File: src/hdl/gmm_pkg.sv
package gmm_pkg;

	localparam int TABLE_DEPTH_DEF = 64;
	localparam int ID_BITS_DEF     = 12;
	localparam int SCORE_W         = 32;
	localparam int MATCH_W         = 7;
	localparam int ADDR_W          = 3;
	localparam int DATA_W          = 32;

	localparam logic [SCORE_W-1:0]  MIN_SCORE_RST = SCORE_W'(1);
	localparam logic [ADDR_W-3:0]   REG_MIN_SCORE = '0;

	typedef struct packed {
		logic start;
		logic valid;
		logic live;
		logic kill_en;
	} scan_ctl_t;

endpackage

File: src/hdl/gmm_table.sv
module gmm_table #(
	parameter int TABLE_DEPTH = gmm_pkg::TABLE_DEPTH_DEF,
	parameter int ID_BITS     = gmm_pkg::ID_BITS_DEF
) (
	input  logic                        clk,
	input  logic                        wr_en,
	input  logic [$clog2(TABLE_DEPTH)-1:0] wr_addr,
	input  logic [ID_BITS-1:0]          wr_inb,
	input  logic [ID_BITS-1:0]          wr_outb,
	input  logic [gmm_pkg::SCORE_W-1:0] wr_score,
	input  logic [$clog2(TABLE_DEPTH)-1:0] rd_addr,
	output logic [ID_BITS-1:0]          rd_inb,
	output logic [ID_BITS-1:0]          rd_outb,
	output logic [gmm_pkg::SCORE_W-1:0] rd_score
);
	import gmm_pkg::*;

	localparam int EW = 2 * ID_BITS + SCORE_W;

	logic [EW-1:0] mem_q [TABLE_DEPTH];
	logic [EW-1:0] rd_data_q;

	always_ff @(posedge clk) begin
		if (wr_en) begin
			mem_q[wr_addr] <= {wr_inb, wr_outb, wr_score};
		end
		rd_data_q <= mem_q[rd_addr];
	end

	assign rd_inb   = rd_data_q[EW-1 -: ID_BITS];
	assign rd_outb  = rd_data_q[SCORE_W + ID_BITS - 1 -: ID_BITS];
	assign rd_score = rd_data_q[SCORE_W-1:0];

endmodule

File: src/hdl/gmm_best.sv
module gmm_best #(
	parameter int ID_BITS = gmm_pkg::ID_BITS_DEF
) (
	input  logic                        clk,
	input  logic                        arst_n,
	input  gmm_pkg::scan_ctl_t          ctl,
	input  logic [ID_BITS-1:0]          inb,
	input  logic [ID_BITS-1:0]          outb,
	input  logic [gmm_pkg::SCORE_W-1:0] score,
	input  logic [ID_BITS-1:0]          kill_inb,
	input  logic [ID_BITS-1:0]          kill_outb,
	output logic                        kill,
	output logic                        found,
	output logic [ID_BITS-1:0]          best_inb,
	output logic [ID_BITS-1:0]          best_outb,
	output logic                        best_eq
);
	import gmm_pkg::*;

	logic               found_q;
	logic [SCORE_W-1:0] best_score_q;
	logic [ID_BITS-1:0] best_inb_q;
	logic [ID_BITS-1:0] best_outb_q;
	logic               take;

	// entry shares an id with the pair just chosen
	assign kill = ctl.kill_en && (inb == kill_inb || outb == kill_outb);
	// strict compare keeps the lowest index on ties
	assign take = ctl.valid && ctl.live && !kill && (!found_q || score > best_score_q);

	always_ff @(posedge clk or negedge arst_n) begin
		if (!arst_n) begin
			found_q <= 1'b0;
		end else if (ctl.start) begin
			found_q <= 1'b0;
		end else if (take) begin
			found_q <= 1'b1;
		end
	end

	always_ff @(posedge clk) begin
		if (take) begin
			best_score_q <= score;
			best_inb_q   <= inb;
			best_outb_q  <= outb;
		end
	end

	assign found     = found_q;
	assign best_inb  = best_inb_q;
	assign best_outb = best_outb_q;
	assign best_eq   = (best_inb_q == best_outb_q);

endmodule

File: src/hdl/greedy_max_score_pair_matching.sv
// greedy max-score pair matcher
// request channel (item_valid/item_ready) carries one candidate pair per
// request: inbound_id, outbound_id, score and end_of_set. loading takes one
// request per cycle; pairs scoring below min_score are dropped, pairs beyond
// the table depth are dropped and flagged in overflowed.
// the end_of_set request starts matching and item_ready stays low until the
// run is done. each chosen pair costs one pass over the stored entries through
// the single table read port feeding the shared compare unit, then the wait and
// emit states; emit moves the previous pair to the output register and holds the
// new one as pending. a result is sent once the next pass shows whether it is
// the last one. an empty set gives one result with pair_valid low and
// last_result high. the result channel (result_valid/result_ready) has its own
// output register; when the receiver stalls the sequencer holds the next pair
// until it is free. reset clears the live flags and the counters and sets
// min_score to 1. min_score is written over the apb port (address 0), and the
// user must do so only while the block is idle; the block does not enforce it.
module greedy_max_score_pair_matching #(
	parameter int TABLE_DEPTH = gmm_pkg::TABLE_DEPTH_DEF,
	parameter int ID_BITS     = gmm_pkg::ID_BITS_DEF
) (
	input  logic                        clk,
	input  logic                        arst_n,
	input  logic                        psel,
	input  logic                        penable,
	input  logic                        pwrite,
	input  logic [gmm_pkg::ADDR_W-1:0]  paddr,
	input  logic [gmm_pkg::DATA_W-1:0]  pwdata,
	output logic [gmm_pkg::DATA_W-1:0]  prdata,
	output logic                        pready,
	input  logic                        item_valid,
	output logic                        item_ready,
	input  logic [ID_BITS-1:0]          inbound_id,
	input  logic [ID_BITS-1:0]          outbound_id,
	input  logic [gmm_pkg::SCORE_W-1:0] score,
	input  logic                        end_of_set,
	output logic                        result_valid,
	input  logic                        result_ready,
	output logic                        pair_valid,
	output logic [ID_BITS-1:0]          chosen_inbound,
	output logic [ID_BITS-1:0]          chosen_outbound,
	output logic                        ids_equal,
	output logic [gmm_pkg::MATCH_W-1:0] match_count,
	output logic                        overflowed,
	output logic                        last_result
);
	import gmm_pkg::*;

	localparam int AW = $clog2(TABLE_DEPTH);
	localparam int CW = $clog2(TABLE_DEPTH + 1);

	typedef enum logic [2:0] {
		ST_LOAD,
		ST_SCAN,
		ST_WAIT,
		ST_EMIT,
		ST_EMPTY
	} state_t;

	state_t                 state_q;
	logic [SCORE_W-1:0]     min_score_q;
	logic [CW-1:0]          count_q;
	logic                   ovf_q;
	logic [TABLE_DEPTH-1:0] live_q;
	logic [AW-1:0]          ra_q;
	logic                   valid_s1;
	logic [AW-1:0]          idx_s1;
	logic                   pend_q;
	logic [ID_BITS-1:0]     pend_inb_q;
	logic [ID_BITS-1:0]     pend_outb_q;
	logic                   pend_eq_q;
	logic [MATCH_W-1:0]     cnt_q;

	logic                   res_valid_q;
	logic                   pair_valid_q;
	logic [ID_BITS-1:0]     ch_inb_q;
	logic [ID_BITS-1:0]     ch_outb_q;
	logic                   eq_q;
	logic [MATCH_W-1:0]     mcnt_q;
	logic                   ovf_out_q;
	logic                   last_q;

	logic                   in_acc;
	logic                   wr_en;
	logic [AW-1:0]          last_addr;
	logic                   slot_free;
	logic                   adv;
	logic                   scan_go;
	logic                   cfg_wr;
	logic                   res_load;

	logic [ID_BITS-1:0]     rd_inb;
	logic [ID_BITS-1:0]     rd_outb;
	logic [SCORE_W-1:0]     rd_score;
	scan_ctl_t              ctl;
	logic                   kill;
	logic                   found;
	logic [ID_BITS-1:0]     best_inb;
	logic [ID_BITS-1:0]     best_outb;
	logic                   best_eq;

	// configuration
	assign pready = 1'b1;
	assign cfg_wr = psel && penable && pwrite && (paddr[ADDR_W-1:2] == REG_MIN_SCORE);
	assign prdata = (paddr[ADDR_W-1:2] == REG_MIN_SCORE) ? min_score_q : '0;

	always_ff @(posedge clk or negedge arst_n) begin
		if (!arst_n) begin
			min_score_q <= MIN_SCORE_RST;
		end else if (cfg_wr) begin
			min_score_q <= pwdata[SCORE_W-1:0];
		end
	end

	assign item_ready = (state_q == ST_LOAD);
	assign in_acc     = item_valid && item_ready;
	assign wr_en      = in_acc && (score >= min_score_q) && (count_q < CW'(TABLE_DEPTH));
	assign last_addr  = AW'(count_q - CW'(1));
	assign slot_free  = !res_valid_q || result_ready;
	assign adv        = !pend_q || slot_free;
	assign scan_go    = (in_acc && end_of_set && (wr_en || count_q != '0))
		|| (state_q == ST_EMIT && adv && found);
	assign res_load   = (state_q == ST_EMIT && adv && pend_q)
		|| (state_q == ST_EMPTY && slot_free);

	gmm_table #(
		.TABLE_DEPTH(TABLE_DEPTH),
		.ID_BITS    (ID_BITS)
	) u_table (
		.clk     (clk),
		.wr_en   (wr_en),
		.wr_addr (count_q[AW-1:0]),
		.wr_inb  (inbound_id),
		.wr_outb (outbound_id),
		.wr_score(score),
		.rd_addr (ra_q),
		.rd_inb  (rd_inb),
		.rd_outb (rd_outb),
		.rd_score(rd_score)
	);

	assign ctl.start   = scan_go;
	assign ctl.valid   = valid_s1;
	assign ctl.live    = live_q[idx_s1];
	assign ctl.kill_en = pend_q;

	gmm_best #(
		.ID_BITS(ID_BITS)
	) u_best (
		.clk      (clk),
		.arst_n   (arst_n),
		.ctl      (ctl),
		.inb      (rd_inb),
		.outb     (rd_outb),
		.score    (rd_score),
		.kill_inb (pend_inb_q),
		.kill_outb(pend_outb_q),
		.kill     (kill),
		.found    (found),
		.best_inb (best_inb),
		.best_outb(best_outb),
		.best_eq  (best_eq)
	);

	always_ff @(posedge clk or negedge arst_n) begin
		if (!arst_n) begin
			state_q      <= ST_LOAD;
			count_q      <= '0;
			ovf_q        <= 1'b0;
			live_q       <= '0;
			ra_q         <= '0;
			valid_s1     <= 1'b0;
			idx_s1       <= '0;
			pend_q       <= 1'b0;
			pend_inb_q   <= '0;
			pend_outb_q  <= '0;
			pend_eq_q    <= 1'b0;
			cnt_q        <= '0;
			res_valid_q  <= 1'b0;
			pair_valid_q <= 1'b0;
			ch_inb_q     <= '0;
			ch_outb_q    <= '0;
			eq_q         <= 1'b0;
			mcnt_q       <= '0;
			ovf_out_q    <= 1'b0;
			last_q       <= 1'b0;
		end else begin
			if (res_load) begin
				res_valid_q <= 1'b1;
			end else if (result_ready) begin
				res_valid_q <= 1'b0;
			end
			valid_s1 <= (state_q == ST_SCAN);
			idx_s1   <= ra_q;
			if (valid_s1 && kill) begin
				live_q[idx_s1] <= 1'b0;
			end
			case (state_q)
				ST_LOAD: begin
					ra_q <= '0;
					if (in_acc) begin
						if (wr_en) begin
							live_q[count_q[AW-1:0]] <= 1'b1;
							count_q <= count_q + CW'(1);
						end else if (score >= min_score_q) begin
							ovf_q <= 1'b1;
						end
						if (end_of_set) begin
							state_q <= scan_go ? ST_SCAN : ST_EMPTY;
						end
					end
				end
				ST_SCAN: begin
					ra_q <= ra_q + AW'(1);
					if (ra_q == last_addr) begin
						state_q <= ST_WAIT;
					end
				end
				ST_WAIT: begin
					state_q <= ST_EMIT;
				end
				ST_EMIT: begin
					if (adv) begin
						if (pend_q) begin
							pair_valid_q <= 1'b1;
							ch_inb_q     <= pend_inb_q;
							ch_outb_q    <= pend_outb_q;
							eq_q         <= pend_eq_q;
							mcnt_q       <= cnt_q;
							ovf_out_q    <= ovf_q;
							last_q       <= !found;
						end
						if (found) begin
							pend_q      <= 1'b1;
							pend_inb_q  <= best_inb;
							pend_outb_q <= best_outb;
							pend_eq_q   <= best_eq;
							cnt_q       <= cnt_q + MATCH_W'(best_eq);
							ra_q        <= '0;
							state_q     <= ST_SCAN;
						end else begin
							count_q <= '0;
							ovf_q   <= 1'b0;
							cnt_q   <= '0;
							pend_q  <= 1'b0;
							live_q  <= '0;
							state_q <= ST_LOAD;
						end
					end
				end
				ST_EMPTY: begin
					if (slot_free) begin
						pair_valid_q <= 1'b0;
						ch_inb_q     <= '0;
						ch_outb_q    <= '0;
						eq_q         <= 1'b0;
						mcnt_q       <= '0;
						ovf_out_q    <= ovf_q;
						last_q       <= 1'b1;
						count_q      <= '0;
						ovf_q        <= 1'b0;
						live_q       <= '0;
						state_q      <= ST_LOAD;
					end
				end
				default: begin
					state_q <= ST_LOAD;
				end
			endcase
		end
	end

	assign result_valid    = res_valid_q;
	assign pair_valid      = pair_valid_q;
	assign chosen_inbound  = ch_inb_q;
	assign chosen_outbound = ch_outb_q;
	assign ids_equal       = eq_q;
	assign match_count     = mcnt_q;
	assign overflowed      = ovf_out_q;
	assign last_result     = last_q;

	a_count_in_range: assert property (@(posedge clk) disable iff (!arst_n)
		count_q <= CW'(TABLE_DEPTH))
		else $error("entry count beyond table depth");

	a_empty_is_last: assert property (@(posedge clk) disable iff (!arst_n)
		result_valid && !pair_valid |-> last_result)
		else $error("empty result not marked last");

	a_load_clean: assert property (@(posedge clk) disable iff (!arst_n)
		state_q == ST_LOAD |-> !pend_q && cnt_q == '0)
		else $error("run state left over while loading");

	a_ready_after_clear: assert property (@(posedge clk) disable iff (!arst_n)
		$rose(item_ready) |-> count_q == '0 && !ovf_q && live_q == '0)
		else $error("table not cleared at end of run");

endmodule
File: config.mk
export PLATFORM = sky130hd
export DESIGN_NAME = greedy_max_score_pair_matching
export DESIGN_NICKNAME = d
export VERILOG_FILES = /design/src/hdl/gmm_pkg.sv /design/src/hdl/gmm_table.sv /design/src/hdl/gmm_best.sv /design/src/hdl/greedy_max_score_pair_matching.sv
export SDC_FILE = /design/constraint.sdc
export NUM_CORES = 2
export LEC_CHECK = 0
export BUFFER_PORTS_ARGS = -buffer_cell sky130_fd_sc_hd__buf_2
export CAP_MARGIN = 20
export CELL_PAD_IN_SITES_DETAIL_PLACEMENT = 2
export CELL_PAD_IN_SITES_GLOBAL_PLACEMENT = 2
export CORE_MARGIN = 10
export CORE_UTILIZATION = 30
export DETAILED_ROUTE_END_ITERATION = 6
export PLACE_DENSITY_LB_ADDON = 0.1
export SLEW_MARGIN = 20
export SYNTH_ARGS = -nofsm -noshare
export SYNTH_HDL_FRONTEND = slang
export SYNTH_SLANG_ARGS = --single-unit
File: constraint.sdc
create_clock -name clk -period 17 [get_ports clk]
set_input_delay 3.4 -clock clk [delete_from_list [all_inputs] [get_ports clk]]
set_output_delay 3.4 -clock clk [all_outputs]
set_load 0.05 [all_outputs]
==> flow_summary.toml <==
[status]
status = "finished, final reports clean"

[floorplanning]
core_um2 = 495000
dieWidth_um = 725
die_y_um = 725
rows = 258
initial_core_util = 0.301
io_pins = 169
dieArea_um2 = 526000

[sta]
slew_headroom = 0.252
worst_pin_slew_ps = 1120
max_freq_mhz = 115
fin_tns_setup_ps = 0
rsz0062_at_grt = "no"
skew_ps = 76.2
hold_viol_final = 0
final-setup-viol-count = 0
min_period_ps = 8720
min_period_over_period = 0.513
drv_slew = 0

[clock_tree]
postCtsHoldBufs = 0
cts.clk_slew.worst_paths_ps = 60
clock-root-buffer = "clkbuf_16"
h-tree-depth = 5
cts_tree = "yes"
cts_inserted_buffers = 442
clock-sinks = 3886
cts_resized = 0
cts_setup_buffers = 0
clock_latency_ps = 1000
clockBufferDepth = 4

[global_routing]
grt_pass1_wl_um = 654000
grt.overflow.total = 0
grt_pass1_vias = 77309
antenna_found_initial = 59
grtUsageTotal = 0.177
grt_max_degree = 115

[power_and_ir_drop]
p_switching_mw = 7.19
ir_drop_mv = 0.107
p_clk_frac = 0.359
pwr-share-seq = 0.429
swShare = 0.279
powerDensity_nw_per_um2 = 149
p_leak_nw = 53.5
pwr-share-comb = 0.213
intPower_mw = 18.6

[critical_path]
cp.arrival_ps = 9300
cp-start-kind = "primary input"
path_class = "primary input to register"
crit_path_max_fanout = 65
r2r-end = "u_table.mem_q[2][27]"
worstPathRequired_ps = 17580
reg2reg_depth = 12
timing.rr.start = "min_score_q[31]"
cp-end-kind = "register"
reg2reg_setup_slack_ps = 10890

[placement]
place_hpwl_um = 264000
finalWeightedCongestion = 0.701
place_inst = 12975
io_buffers = 165

[logic_synthesis]
postSynthCellCount = 6273
synth_top_area_frac = 0.733
yosysMostFrequentCell = "edfxtp_1"
synth_edf_count = 3640
synth_top_area_cell = "edfxtp_1"
synth_flop_cell = "edfxtp_1"
synth_common_cells = "edfxtp_1 (3640), mux4_2 (1184), dfrtp_1 (189)"
syn_area_per_cell_um2 = 23.8
ys_warn_count = 0
seq_area_frac_synth = 0.772
async_flop_share = 0.0489
synth.area.top_cells = "edfxtp_1 (73%), mux4_2 (18%), dfrtp_1 (3.2%)"
ys_types = 70
synth_area_um2 = 149000
synth_nets = 6441
synth-seq-cells = 3886

[detailed_routing]
drc = 0
routedWlPerCell_um = 34.4
totalWireLength_um = 475000
drt_iter0_markers = 5925
ant_nets = 0
dr.pass1.iters = 5
vias_per_cell = 5.08
vias = 70130

[cells_and_area]
drive_above_1_share = 0.331
multi_input_area_um2 = 32800
fillers = 47201
fin_cells = 13809
area_growth_pct = 16.3
final_nets = 6958
regArea_um2 = 115000

[hold_path]
hold_path.class = "register to register"
whs_path_depth = 0
hold_start = "u_table.rd_data_q[0]"
hold_end = "u_best.best_score_q[0]"

[run]
cap_violations = 0
worst max-delay path, cell delays in order:
cell and delay (ps):
buf_2 80, buf_4 560, ha_1 260, and4_1 290, nand4_1 130, or3_1 340, nand4_1 670, a31oi_4 470
or4_1 530, buf_4 280, nor2_4 800, buf_4 690, buf_4 580
per-layer routing:
layer	wire length, µm	global-route usage	part of all wire	up-vias
li1	-	-	-	28055
met4	11600	0.0426	0.024	6
met2	235000	0.298	0.50	1554
met5	36	0	0.000076	-
met1	207000	0.241	0.44	39935
met3	21400	0.0260	0.045	580
how the worst max path moves through the flow:
stage / startpoint / to / slack [ps] / depth (start not counted)
floorplan: score[9] / u_table.mem_q[11][0] / 8770 / 11
global placement: score[10] / u_table.mem_q[2][32] / 7010 / 12
detailed placement: score[10] / u_table.mem_q[2][32] / 6840 / 12
CTS: score[10] / u_table.mem_q[2][49] / 7900 / 12
global route: score[15] / u_table.mem_q[2][27] / 8120 / 13
finish: score[15] / u_table.mem_q[2][27] / 8280 / 13
power by group through the flow:
stage	Clock (mW)	Combinational, mW	Sequential, mW
floorplan	0	3.63	11.2
global placement	0	5.61	11.3
detailed placement	0	5.64	11.3
CTS	9.51	5.66	11.1
global route	9.88	5.88	11.1
finish	9.24	5.48	11.1
cells in the final DEF, fill, tap and decap left out, types with 9 or more instances in the layout:
| cell type | n |
|---|---|
| clkinv_2 | 81 |
| o22ai_1 | 10 |
| clkbuf_16 | 449 |
| ha_1 | 69 |
| nor2_1 | 57 |
| mux2_2 | 61 |
| diode_2 | 14 |
| clkbuf_8 | 24 |
| nand4_1 | 18 |
| nand2_1 | 64 |
| bufinv_16 | 24 |
| buf_12 | 9 |
| nor2_4 | 65 |
| o311ai_0 | 57 |
| clkinvlp_4 | 9 |
| buf_4 | 258 |
| inv_1 | 75 |
| nand3_1 | 28 |
| clkbuf_1 | 117 |
| edfxtp_1 | 3640 |
| a22o_1 | 39 |
| mux4_2 | 1184 |
| nor3_1 | 17 |
| xnor2_1 | 40 |
| or2_2 | 13 |
| buf_2 | 144 |
| o21ai_0 | 73 |
| a21o_1 | 14 |
| dfrtp_1 | 183 |
| a21oi_1 | 22 |
| clkinv_1 | 95 |
| dfxtp_1 | 56 |
stage by stage:
| stage | util | hold WS [ps] | setup WS (ps) | power [mW] | area, µm² |
|---|---|---|---|---|---|
| after global routing | 0.351 | 438 | 8120 | 26.9 | 173000 |
| after floorplan | - | 352 | 8770 | 14.8 | 149000 |
| final | 0.351 | 421 | 8280 | 25.8 | 173000 |
| after global placement | 0.322 | 427 | 7010 | 16.9 | 159000 |
| after CTS | 0.350 | 418 | 7900 | 26.2 | 173000 |
| after detailed placement | 0.322 | 425 | 6840 | 16.9 | 159000 |
sequential cells by signal, summed over array words and instances, names as in the netlist, 12 cells and up:
register and cells:
chosen_outbound 12, chosen_inbound 12, u_best.best_inb 12, u_table.mem_q 3584, u_table.rd_data_q 56, u_best.best_outb 12, min_score_q 32, u_best.best_score_q 32
live_q 64, pend_inb_q 12, pend_outb_q 12
area by class of cell:
type | instances | share of cell area
Clock inverter | 229 | 0.0109
Multi-Input combinational cell | 1970 | 0.189
Inverter | 75 | 0.00162
Timing Repair Buffer | 415 | 0.0167
Clock buffer | 590 | 0.0692
Antenna cell | 14 | 0.000202
Sequential cell | 3886 | 0.664
Tap cell | 6630 | 0.0478
cell families (layout without fill, tap and decap cells):
group	after synthesis	in the layout	synth area share
multiplexers	1253	1253	0.184
AND/OR/NAND/NOR	331	331	0.0107
AO/OA/AOI/OAI	272	272	0.0128
buffers and inverters	417	1309	0.0115
other	1	15	0.0000252
XOR/XNOR	44	44	0.00258
flip-flops	3886	3886	0.772
adder cells (fa/ha/maj)	69	69	0.00579
Note: power is estimated with default switching activity, not from simulation.
